## config.mk

```make
export PLATFORM = sky130hd
export DESIGN_NAME = modexp_ctrl
export DESIGN_NICKNAME = d
export VERILOG_FILES = /design/src/hw/rtl/modexp_pkg.sv /design/src/hw/rtl/modexp_ctrl.sv
export SDC_FILE = /design/constraint.sdc
export NUM_CORES = 1
export LEC_CHECK = 0
export ABC_AREA = 1
export ABC_CLOCK_PERIOD_IN_PS = 1800
export BUFFER_PORTS_ARGS = -buffer_cell sky130_fd_sc_hd__buf_2
export CAP_MARGIN = 20
export CORE_AREA = 2 2 39 41
export CTS_BUF_LIST = sky130_fd_sc_hd__clkbuf_4 sky130_fd_sc_hd__clkbuf_8
export DETAILED_ROUTE_END_ITERATION = 16
export DIE_AREA = 0 0 41 43
export GPL_TIMING_DRIVEN = 0
export SYNTH_ARGS = -nofsm -noshare
export SYNTH_HDL_FRONTEND = slang
export SYNTH_SLANG_ARGS = --single-unit
```

## constraint.sdc

```tcl
create_clock -name clk -period 1.8 [get_ports clk]
set_clock_uncertainty 0.15 [all_clocks]
set_input_delay 0.18 -clock clk [delete_from_list [all_inputs] [get_ports clk]]
set_output_delay 0.18 -clock clk [all_outputs]
set_load 0.02 [all_outputs]
```

## src/hw/rtl/modexp_pkg.sv

```systemverilog
// Shared types and constants for the modular exponentiation engine.
// Holds request and result formats, controller states and the command and
// status bundles between controller and datapath. No dependencies.
package modexp_pkg;

  localparam int KEY_BITS_DEF  = 1024;
  localparam int WORD_BITS_DEF = 64;

  typedef enum logic [1:0] {
    CMD_LOAD_BASE = 2'd0,
    CMD_LOAD_EXP  = 2'd1,
    CMD_LOAD_MOD  = 2'd2,
    CMD_START     = 2'd3
  } cmd_t;

  typedef struct packed {
    cmd_t        command;
    logic [3:0]  word_index;
    logic [63:0] word_value;
  } in_item_t;

  typedef struct packed {
    logic [63:0] result_word;
    logic [3:0]  result_index;
    logic        last;
    logic        error;
  } out_item_t;

  typedef enum logic [2:0] {
    ST_IDLE,
    ST_CHECK,
    ST_DBL,
    ST_ADD,
    ST_WB,
    ST_ETEST,
    ST_OUT
  } state_t;

  typedef enum logic [1:0] {
    JOB_RED,
    JOB_MUL,
    JOB_SQR
  } job_t;

  typedef struct packed {
    logic load_word;
    logic init;
    logic check;
    logic ld_red;
    logic ld_mul;
    logic ld_sqr;
    logic dbl;
    logic add;
    logic wb_acc;
    logic wb_sq;
    logic e_shift;
    logic out_next;
  } dp_cmd_t;

  typedef struct packed {
    logic mod_zero;
    logic bit_last;
    logic e_zero;
    logic e_lsb;
    logic out_last;
  } dp_stat_t;

endpackage

```

## src/hw/rtl/modexp_ctrl.sv

```systemverilog
// Controller of the modular exponentiation engine: sequences the base
// reduction, the square-and-multiply scan and the result run.
// Depends on modexp_pkg.
module modexp_ctrl (
  input  logic                 clk,
  input  logic                 rst,
  input  logic                 in_valid,
  output logic                 in_ready,
  input  modexp_pkg::cmd_t     in_command,
  output logic                 out_valid,
  input  logic                 out_ready,
  input  modexp_pkg::dp_stat_t stat,
  output modexp_pkg::dp_cmd_t  cmd
);
  import modexp_pkg::*;

  state_t state, state_next;
  job_t   job, job_next;

  always_ff @(posedge clk) begin
    if (rst) begin
      state <= ST_IDLE;
      job   <= JOB_RED;
    end else begin
      state <= state_next;
      job   <= job_next;
    end
  end

  always_comb begin
    state_next = state;
    job_next   = job;
    cmd        = '0;
    in_ready   = 1'b0;
    out_valid  = 1'b0;
    unique case (state)
      ST_IDLE: begin
        in_ready = 1'b1;
        if (in_valid) begin
          if (in_command == CMD_START) begin
            cmd.init   = 1'b1;
            state_next = ST_CHECK;
          end else begin
            cmd.load_word = 1'b1;
          end
        end
      end
      ST_CHECK: begin
        cmd.check = 1'b1;
        if (stat.mod_zero) begin
          state_next = ST_OUT;
        end else begin
          cmd.ld_red = 1'b1;
          job_next   = JOB_RED;
          state_next = ST_DBL;
        end
      end
      ST_DBL: begin
        cmd.dbl    = 1'b1;
        state_next = ST_ADD;
      end
      ST_ADD: begin
        cmd.add    = 1'b1;
        state_next = stat.bit_last ? ST_WB : ST_DBL;
      end
      ST_WB: begin
        unique case (job)
          JOB_MUL: begin
            // The square still holds its old value, so it can be reloaded now.
            cmd.wb_acc = 1'b1;
            cmd.ld_sqr = 1'b1;
            job_next   = JOB_SQR;
            state_next = ST_DBL;
          end
          JOB_SQR: begin
            cmd.wb_sq   = 1'b1;
            cmd.e_shift = 1'b1;
            state_next  = ST_ETEST;
          end
          default: begin
            cmd.wb_sq  = 1'b1;
            state_next = ST_ETEST;
          end
        endcase
      end
      ST_ETEST: begin
        if (stat.e_zero) begin
          state_next = ST_OUT;
        end else if (stat.e_lsb) begin
          cmd.ld_mul = 1'b1;
          job_next   = JOB_MUL;
          state_next = ST_DBL;
        end else begin
          cmd.ld_sqr = 1'b1;
          job_next   = JOB_SQR;
          state_next = ST_DBL;
        end
      end
      ST_OUT: begin
        out_valid = 1'b1;
        if (out_ready) begin
          cmd.out_next = 1'b1;
          if (stat.out_last) begin
            state_next = ST_IDLE;
          end
        end
      end
      default: state_next = ST_IDLE;
    endcase
  end

endmodule

```

==> results of run 1 <==
==> sequential cells by signal, summed over array words and instances, names as in the netlist <==
| register | flops |
|---|---|
| state | 3 |
| job | 2 |
==> routing by layer <==
layer	up-vias	track usage (%)
li1	270	-
met1	207	13.9
met2	14	20.6
met3	0	4.71
met4	0	8.00
met5	-	0
==> repair_timing <==
item,4_1_cts,5_1_grt
gates resized for setup,0,3
endpoints found under the setup margin,0,1
setup buffers,0,2
==> per-stage QoR <==
step	setup WS [ns]	hold slack [ns]	total power, W
6_report	0.130	0.0154	0.000846
2_1_floorplan	0.233	0.0924	0.000537
5_1_grt	0.00307	0.0283	0.000928
4_1_cts	0.0544	0.00992	0.000814
3_5_place_dp	0.319	0.262	0.000666
3_3_place_gp	0.320	0.263	0.000663
==> area by class of cell <==
cell class                      count  area [um2]  share of cell area, %
Timing Repair Buffer               26         135                   23.0
Clock buffer                        4        30.0                   5.11
Tap cell                           16        20.0                   3.40
Multi-Input combinational cell     47         236                   40.2
Inverter                           17        63.8                   10.9
Sequential cell                     5         103                   17.4
==> power breakdown <==
part           switching (W)  total, W  internal, W
clock              0.0000448  0.000144    0.0000988
sequential         0.0000522  0.000200     0.000147
combinational       0.000324  0.000503     0.000178
total               0.000421  0.000846     0.000424
==> synth_stat cells, drive strengths merged <==
master | number | area (um2)
a21oi | 5 | 28.8
nand2 | 18 | 75.1
nor3 | 1 | 10.0
nor2 | 14 | 62.6
dfxtp | 5 | 100
o21ai | 1 | 5.00
inv | 17 | 63.8
a211oi | 2 | 15.0
nand3 | 6 | 35.0
==> critical path, delay by kind of cell, from the launching register on <==
family                 cells  cell delay, ns
buffers and inverters      3            0.32
flip-flops                 1            0.32
AND/OR/NAND/NOR            5            0.45
==> placed cells by master (no fill, tap or decap), drive strengths merged <==
master,n
inv,17
buf,26
nor2,14
clkbuf,4
a21oi,5
o21ai,1
nand2,18
a211oi,2
nand3,6
nor3,1
dfxtp,5
==> logic make-up after synthesis <==
group | after synthesis | share of synthesized area [%]
AOI/OAI and AO/OA | 8 | 12.3
and+or+nand+nor | 39 | 46.2
buffers and inverters | 17 | 16.1
DFF | 5 | 25.3
==> how the worst max path moves through the flow <==
stage,start,endpoint,slack (ns),cells past startpoint
after global routing,state[1]$_SDFFE_PP0P_,cmd[6],0.003,8
after global placement,state[2]$_SDFFE_PP0P_,cmd[6],0.32,7
after detailed placement,state[2]$_SDFFE_PP0P_,cmd[6],0.32,7
final,state[1]$_SDFFE_PP0P_,cmd[6],0.13,8
after floorplan,state[0]$_SDFFE_PP0P_,cmd[10],0.23,5
after CTS,state[2]$_SDFFE_PP0P_,cmd[6],0.05,7
==> reports/qor.csv, run 1 <==
stage,metric,value,unit
run_status,result of the run,"finished, final reports clean",
global_routing,global-route wire length before repair,1550,um
drt,top routing layer used,met3,
global_routing,overall overflow remaining after global route,0,
timing,setup repair after global routing missed its margin,no,
worst_setup_path,sequence of cells on the critical path,inv_2 > nand2_2 > nor2_4 > nand2_1 > nand2_2 > nand3_2 > inv_1 > buf_2,
worst_setup_path,startpoint kind of the worst setup timing path,register,
worst_setup_path,slowest stage cell on the critical path,sky130_fd_sc_hd__dfxtp_1,
die,DIE HEIGHT,43,um
drt,1st-pass router iterations,4,
clock_tree,clock-pin transition on the worst setup and hold timing paths,0.04,ns
drt,DRC viols,0,
timing,slew at the pin closest to its max-slew limit,0.268,ns
place,weighted congestion at the end of routability-driven global placement,0.668,
synth,#FFs+latches synth,5,
drt,Via density,4.27,
layout,Antenna Diode Count,0,
die,effective utilization at floorplan,28.6,%
place,Placed Area,536,um2
clock_tree,total CTS buffers,3,
hold_path,cell depth of the worst min-delay path,2,
drt,Wirelength per Cell,8.37,um
layout,# fillers,152,
place,buffers added on ports,24,
hold_path,terminating pin of the worst hold path,state[2]$_SDFFE_PP0P_,
place,DPL Wire Length,807,um
synth,Post-Syn Area per Cell,5.73,um2
worst_setup_path,crit path DAT,1.34,ns
drt,count of vias placed by the detailed router,491,
die,number of placed I/O pins,25,
die,die span in x,41,um
synth,count of mapped cells out of synthesis,69,
layout,post-route design area,588,um2
drt,total met3 wirelength after detailed routing,70,um
layout,final std cells w/o fill,115,
global_routing,initial antenna violation count,0,
drt,DRT Wirelength,962,um
worst_setup_path,Register-to-Register Setup Slack,0.55,ns
global_routing,via count of the first global-routing pass,433,
drt,count of nets left with antenna violations after detail routing,0,
power,static leakage power,0.373,nW
drt,Met2 Routed Length,475,um
worst_setup_path,category of the critical setup timing path,register to output pin,
die,site row count,14,
timing,endpoints failing setup,0,
timing,Max Fclk,599,MHz
clock_tree,insertion delay of the later-clocked pin in the worst-skew pair,0.24,ns
drt,routed length on met1,416,um
drt,number of DRC markers after the initial detailed-route iteration,4,
synth,sequential element share of the synthesized area,25.3,%
clock_tree,clock tree root buffer cell,sky130_fd_sc_hd__clkbuf_4,
layout,layout net count,111,
global_routing,Total GRT Usage,13.1,%
timing,final critical path time including I/O delays and setup,1.67,ns
synth,post-synthesis cell type count,14,
layout,Finished Core Util,42.5,%
worst_setup_path,FF-to-FF Start,state[1]$_SDFFE_PP0P_,
worst_setup_path,cell type with the highest occurrence count on the critical path,sky130_fd_sc_hd__nand2_2,
power,power density relative to cell area,1440,mW/mm2
timing,max-slew violations,0,
layout,area overhead of the layout relative to synthesis,48.7,%
synth,Synthesized Nets,80,
worst_setup_path,maximum single-stage delay on the critical path,0.32,ns
place,number of cells in the design after placement,109,
power,highest ir drop seen on vdd,0.397,mV
layout,fraction of layout cells with a size suffix above 1,47.5,%
clock_tree,Max Buffers Root-to-Sink,2,
clock_tree,clock sink count,5,
synth,synthesis warning total,0,
worst_setup_path,Reg-to-Reg End,state[2]$_SDFFE_PP0P_,
clock_tree,deepest level of the CTS H-tree,1,
timing,Max-slew headroom,82.0,%
clock_tree,TritonCTS clock tree,built,
timing,total count of hold-check failures in the final report,0,
worst_setup_path,type of destination of the critical path,output pin,
die,floorplan die area,0.00176,mm2
global_routing,pin count of the biggest net entering global routing,8,
timing,sum of negative setup slack,0,ns
job,Max Cap Viol,0,
worst_setup_path,Critical Path RT,1.47,ns
timing,final clock period utilization by the worst path,92.8,%
clock_tree,hold buffer count at CTS,0,
hold_path,path class of the lowest-slack min-delay path,primary input to register,
die,Std-Cell Core Area,0.00138,mm2
hold_path,startpoint of the worst hold path,rst,
worst_setup_path,Worst Reg2Reg Path Length in Cells,7,
worst_setup_path,CP Max Fanout,6,
synth,Post-Synthesis Cell Area,395,um2
No activity file was read; power rests on OpenSTA's default activity.
==> run 2, diff against run 1 <==
--- a/config.mk
+++ b/config.mk
@@ -7,7 +7,7 @@
 export LEC_CHECK = 0
 export ABC_AREA = 1
 export ABC_CLOCK_PERIOD_IN_PS = 1800
-export BUFFER_PORTS_ARGS = -buffer_cell sky130_fd_sc_hd__buf_2
+export BUFFER_PORTS_ARGS = -buffer_cell sky130_fd_sc_hd__buf_4
 export CAP_MARGIN = 20
 export CORE_AREA = 2 2 39 41
 export CTS_BUF_LIST = sky130_fd_sc_hd__clkbuf_4 sky130_fd_sc_hd__clkbuf_8
==> reports/qor.csv, run 2 (synthesis gave the netlist of run 1 again) <==
stage,metric,value,unit
clock_tree,clock sink count,5,
power,highest ir drop seen on vdd,0.606,mV
layout,max FFs per register,3,
clock_tree,deepest level of the CTS H-tree,1,
timing,final clock period utilization by the worst path,92.7,%
drt,1st-pass router iterations,4,
clock_tree,clock-pin transition on the worst setup and hold timing paths,0.04,ns
job,Max Cap Viol,0,
worst_setup_path,count of buffering cells on the critical path with inverters included,3,
place,DPL Wire Length,832,um
power,static leakage power,0.387,nW
layout,# fillers,148,
global_routing,overall overflow remaining after global route,0,
worst_setup_path,Critical Path RT,1.47,ns
global_routing,initial antenna violation count,0,
layout,"most common cell after layout, fill and taps aside",sky130_fd_sc_hd__buf_4,
layout,layout net count,112,
worst_setup_path,startpoint kind of the worst setup timing path,register,
place,buffers added on ports,24,
layout,leading registers by flop count,"state: 3 flops, job: 2 flops",
worst_setup_path,sequence of cells on the critical path,inv_2 > nand2_2 > nor2_2 > nand2_1 > nand2_2 > nand3_2 > inv_1 > buf_4,
place,weighted congestion at the end of routability-driven global placement,0.723,
timing,Max-slew headroom,80.4,%
global_routing,via count of the first global-routing pass,427,
power,power density relative to cell area,1370,mW/mm2
drt,DRT Wirelength,1030,um
worst_setup_path,slowest stage cell on the critical path,sky130_fd_sc_hd__dfxtp_1,
clock_tree,insertion delay of the later-clocked pin in the worst-skew pair,0.23,ns
worst_setup_path,crit path DAT,1.34,ns
timing,Max Fclk,599,MHz
worst_setup_path,Top Family by Delay on Critical Path,simple AND/OR/NAND/NOR gates,
place,DP Worst Slack,0.337,ns
layout,fraction of layout cells with a size suffix above 1,47.0,%
die,effective utilization at floorplan,28.6,%
die,floorplan die area,0.00176,mm2
global_routing,global-route wire length before repair,1580,um
drt,count of vias placed by the detailed router,503,
worst_setup_path,CP Max Fanout,6,
global_routing,pin count of the biggest net entering global routing,8,
run_status,result of the run,"finished, final reports clean",
timing,endpoints failing setup,0,
worst_setup_path,category of the critical setup timing path,register to output pin,
worst_setup_path,type of destination of the critical path,output pin,
timing,final critical path time including I/O delays and setup,1.67,ns
global_routing,Total GRT Usage,13.3,%
layout,Antenna Diode Count,0,
clock_tree,total CTS buffers,3,
timing,Worst Slack Setup Final,0.131,ns
drt,count of nets left with antenna violations after detail routing,0,
drt,number of DRC markers after the initial detailed-route iteration,8,
clock_tree,TritonCTS clock tree,built,
layout,post-route design area,653,um2
hold_path,path class of the lowest-slack min-delay path,primary input to register,
timing,setup repair after global routing missed its margin,no,
timing,sum of negative setup slack,0,ns
drt,Via density,4.34,
die,Std-Cell Core Area,0.00138,mm2
layout,highest-count cells in the layout ignoring fill and taps,"26 x sky130_fd_sc_hd__buf_4, 15 x sky130_fd_sc_hd__nand2_1, 12 x sky130_fd_sc_hd__inv_1",
die,die span in x,41,um
drt,Wirelength per Cell,8.88,um
timing,slew at the pin closest to its max-slew limit,0.292,ns
layout,area overhead of the layout relative to synthesis,65.2,%
die,site row count,14,
place,Placed Area,596,um2
timing,max-slew violations,0,
clock_tree,Max Buffers Root-to-Sink,2,
die,DIE HEIGHT,43,um
worst_setup_path,cell type with the highest occurrence count on the critical path,sky130_fd_sc_hd__nand2_2,
layout,register with the highest flop count,state,
timing,total count of hold-check failures in the final report,0,
die,number of placed I/O pins,25,
clock_tree,clock tree root buffer cell,sky130_fd_sc_hd__clkbuf_4,
worst_setup_path,maximum single-stage delay on the critical path,0.32,ns
drt,DRC viols,0,
run 2: changes by cell type in the layout (fill, tap and decap cells not counted):
cell,previous run,this run
sky130_fd_sc_hd__dlygate4sd3_1,0,1
sky130_fd_sc_hd__buf_2,24,0
sky130_fd_sc_hd__nor2_2,3,4
sky130_fd_sc_hd__buf_4,2,26
sky130_fd_sc_hd__nor2_4,1,0
run 2: metal layers:
metal	up-vias	track usage [%]	wire, um
li1	273	-	-
met1	216	15.5	456
met2	12	19.7	492
met3	2	4.71	72
met4	0	8.00	8
met5	-	0	0
run 2: final timing paths:
| check | startpoint | endpoint | slack (ns) | cells past startpoint |
|---|---|---|---|---|
| worst min register to register | job[0]$_SDFFE_PP0P_ | job[0]$_SDFFE_PP0P_ | 0.33 | 2 |
| worst max-delay path | state[1]$_SDFFE_PP0P_ | cmd[6] | 0.13 | 8 |
| worst min-delay path | stat[0] | state[2]$_SDFFE_PP0P_ | 0.12 | 4 |
| worst max register to register | state[1]$_SDFFE_PP0P_ | state[2]$_SDFFE_PP0P_ | 0.53 | 7 |
run 2: final cells by class:
type,instances,area [um2],area share (%)
Multi-Input combinational cell,47,231,35.4
Sequential cell,5,103,15.7
Inverter,17,63.8,9.77
Tap cell,16,20.0,3.07
Timing Repair Buffer,27,205,31.4
Clock buffer,4,30.0,4.60
run 2: report_power, final:
part / switching [W] / internal, W
logic: 0.000332 / 0.000225
clock network: 0.0000399 / 0.0000985
registers: 0.0000496 / 0.000147
run 2: per-stage QoR:
stage               hold WS (ns)  total power [W]  cells  utilization, %
finish                     0.123         0.000892    116            47.2
global route               0.126         0.000983    116            47.2
CTS                        0.127         0.000867    114            45.9
detailed placement         0.232         0.000721    109            43.0
global placement           0.231         0.000716    109            43.0
floorplan                 0.0924         0.000537     69               -
run 2: worst reg2reg max path, stage by stage (launching register included):
cell and delay (ns):
sky130_fd_sc_hd__dfxtp_1 0.35, sky130_fd_sc_hd__inv_2 0.08, sky130_fd_sc_hd__nand2_2 0.07, sky130_fd_sc_hd__nor2_2 0.05, sky130_fd_sc_hd__o21ai_1 0.17, sky130_fd_sc_hd__nand2_1 0.09, sky130_fd_sc_hd__nor2_1 0.12, sky130_fd_sc_hd__a21oi_1 0.06
run 2: repair_timing:
action,in CTS,in global routing
setup buffers,0,2
hold buffers,1,0
gates resized for setup,0,2
hold endpoints to repair,5,0
endpoints found under the setup margin,0,1
==> run 3, diff against run 2 <==
--- a/config.mk
+++ b/config.mk
@@ -9,11 +9,12 @@
 export ABC_CLOCK_PERIOD_IN_PS = 1800
 export BUFFER_PORTS_ARGS = -buffer_cell sky130_fd_sc_hd__buf_4
 export CAP_MARGIN = 20
-export CORE_AREA = 2 2 39 41
+export CORE_AREA = 3 3 40 42
 export CTS_BUF_LIST = sky130_fd_sc_hd__clkbuf_4 sky130_fd_sc_hd__clkbuf_8
 export DETAILED_ROUTE_END_ITERATION = 16
-export DIE_AREA = 0 0 41 43
+export DIE_AREA = 0 0 43 45
 export GPL_TIMING_DRIVEN = 0
+export SETUP_SLACK_MARGIN = 0.2
 export SYNTH_ARGS = -nofsm -noshare
 export SYNTH_HDL_FRONTEND = slang
 export SYNTH_SLANG_ARGS = --single-unit
==> reports/qor.csv, run 3 (synthesis gave the netlist of run 1 again) <==
stage,metric,value,unit
run_status,result of the run,"finished, final reports clean",
timing,hold_ws,0.115,ns
clock_tree,clock sink count,5,
die,DIE HEIGHT,45,um
layout,register with the highest flop count,state,
clock_tree,insertion delay of the later-clocked pin in the worst-skew pair,0.24,ns
clock_tree,TritonCTS clock tree,built,
worst_setup_path,Reg-to-Reg End,job[1]$_SDFFE_PP0P_,
worst_setup_path,crit path launch,state[1]$_SDFFE_PP0P_,
drt,count of vias placed by the detailed router,541,
power,highest ir drop seen on vdd,0.612,mV
die,effective utilization at floorplan,30.8,%
drt,top routing layer used,met4,
worst_setup_path,Register-to-Register Setup Slack,0.48,ns
hold_path,path class of the lowest-slack min-delay path,primary input to register,
layout,area overhead of the layout relative to synthesis,85.8,%
worst_setup_path,critical path capture point,cmd[6],
global_routing,via count of the first global-routing pass,475,
die,Std-Cell Core Area,0.00128,mm2
power,sw frac,47.6,%
drt,Via density,4.55,
worst_setup_path,Worst Reg2Reg Path Length in Cells,8,
timing,total count of hold-check failures in the final report,0,
timing,slew at the pin closest to its max-slew limit,0.287,ns
layout,"most common cell after layout, fill and taps aside",sky130_fd_sc_hd__buf_4,
clock_tree,clock-pin transition on the worst setup and hold timing paths,0.04,ns
timing,Max Fclk,629,MHz
drt,number of DRC markers after the initial detailed-route iteration,6,
drt,DRC viols,0,
place,weighted congestion at the end of routability-driven global placement,0.799,
power,static leakage power,0.410,nW
clock_tree,total CTS buffers,3,
drt,1st-pass router iterations,2,
power,Int Power,0.000536,W
power,power density relative to cell area,1390,mW/mm2
power,Net Sw Power,0.000486,W
global_routing,overall overflow remaining after global route,0,
layout,leading registers by flop count,"state: 3 flops, job: 2 flops",
timing,setup repair after global routing missed its margin,yes,
die,site row count,13,
layout,highest-count cells in the layout ignoring fill and taps,"27 x sky130_fd_sc_hd__buf_4, 12 x sky130_fd_sc_hd__nand2_1, 10 x sky130_fd_sc_hd__inv_1",
timing,max-slew violations,0,
global_routing,Total GRT Usage,11.9,%
die,floorplan die area,0.00194,mm2
drt,DRT Wirelength,1240,um
worst_setup_path,startpoint kind of the worst setup timing path,register,
power,sequential fraction of design power,21.9,%
place,buffers added on ports,24,
layout,layout net count,116,
clock_tree,deepest level of the CTS H-tree,1,
die,number of placed I/O pins,25,
power,Clk pwr share,14.3,%
layout,max FFs per register,3,
layout,fraction of layout cells with a size suffix above 1,57.7,%
timing,endpoints failing setup,0,
job,Max Cap Viol,0,
worst_setup_path,category of the critical setup timing path,register to output pin,
global_routing,pin count of the biggest net entering global routing,8,
worst_setup_path,CP Max Fanout,5,
drt,Met2 Routed Length,653,um
worst_setup_path,Critical Path RT,1.47,ns
timing,final clock period utilization by the worst path,88.3,%
timing,sum of negative setup slack,0,ns
place,DPL Wire Length,855,um
drt,Wirelength per Cell,10.4,um
power,part of the power in combinational logic,63.8,%
die,die span in x,43,um
clock_tree,clock tree root buffer cell,sky130_fd_sc_hd__clkbuf_4,
worst_setup_path,type of destination of the critical path,output pin,
drt,total met3 wirelength after detailed routing,119,um
layout,# fillers,135,
layout,Antenna Diode Count,0,
global_routing,global-route wire length before repair,1790,um
timing,final critical path time including I/O delays and setup,1.59,ns
global_routing,initial antenna violation count,0,
clock_tree,Max Buffers Root-to-Sink,2,
drt,routed length on met1,457,um
timing,Max-slew headroom,80.7,%
worst_setup_path,FF-to-FF Start,state[1]$_SDFFE_PP0P_,
worst_setup_path,crit path DAT,1.26,ns
drt,count of nets left with antenna violations after detail routing,0,
run 3: routing by layer:
layer,track usage [%],vias up
li1,-,280
met1,13.5,236
met2,21.9,23
met3,3.19,2
met4,3.61,0
met5,0,-
run 3: worst min-delay path by stage:
stage	from	endpoint	slack (ns)	cells after the start
2_1_floorplan	rst	job[1]$_SDFFE_PP0P_	0.09	1
3_3_place_gp	rst	job[1]$_SDFFE_PP0P_	0.23	2
3_5_place_dp	rst	job[1]$_SDFFE_PP0P_	0.23	2
4_1_cts	stat[3]	state[1]$_SDFFE_PP0P_	0.11	4
5_1_grt	stat[3]	state[1]$_SDFFE_PP0P_	0.13	4
6_report	stat[3]	state[1]$_SDFFE_PP0P_	0.11	4
run 3: what timing repair did:
item,4_1_cts,5_1_grt
gates resized for setup,8,12
hold endpoints to repair,5,0
pin swaps,4,4
endpoints found under the setup margin,3,7
cloned,0,0
hold buffers,1,0
setup buffers,6,0
run 3: area by class of cell:
type                            count  area, um2  share of cell area (%)
Clock buffer                        4       30.0                    4.09
Inverter                           17       66.3                    9.03
Multi-Input combinational cell     47        264                    35.9
Sequential cell                     5        109                    14.8
Tap cell                           15       18.8                    2.56
Timing Repair Buffer               31        246                    33.6
run 3: power groups by stage:
stage	combinational, W	clock, W	sequential (W)
after global routing	0.000700	0.000155	0.000230
final	0.000652	0.000147	0.000224
after floorplan	0.000353	0	0.000184
after global placement	0.000528	0	0.000195
after detailed placement	0.000530	0	0.000194
after CTS	0.000603	0.000148	0.000205
run 3: critical path, stage by stage, from the launching register on:
cell and delay, ns:
sky130_fd_sc_hd__dfxtp_4 0.36, sky130_fd_sc_hd__inv_4 0.08, sky130_fd_sc_hd__nand2_4 0.06, sky130_fd_sc_hd__nor2_4 0.11, sky130_fd_sc_hd__nand2_2 0.07, sky130_fd_sc_hd__nand2_2 0.07, sky130_fd_sc_hd__nand3_2 0.09, sky130_fd_sc_hd__inv_2 0.06
sky130_fd_sc_hd__buf_6 0.11
run 3: through the flow:
step           area [um2]  utilization, %  cells  worst slack, ns  total power [W]
6_report              734            57.2    119            0.210          0.00102
3_3_place_gp          594            46.3    108            0.328         0.000724
5_1_grt               734            57.2    119            0.140          0.00109
2_1_floorplan         395               -     69            0.233         0.000537
4_1_cts               699            54.4    119            0.199         0.000956
3_5_place_dp          594            46.3    108            0.324         0.000724
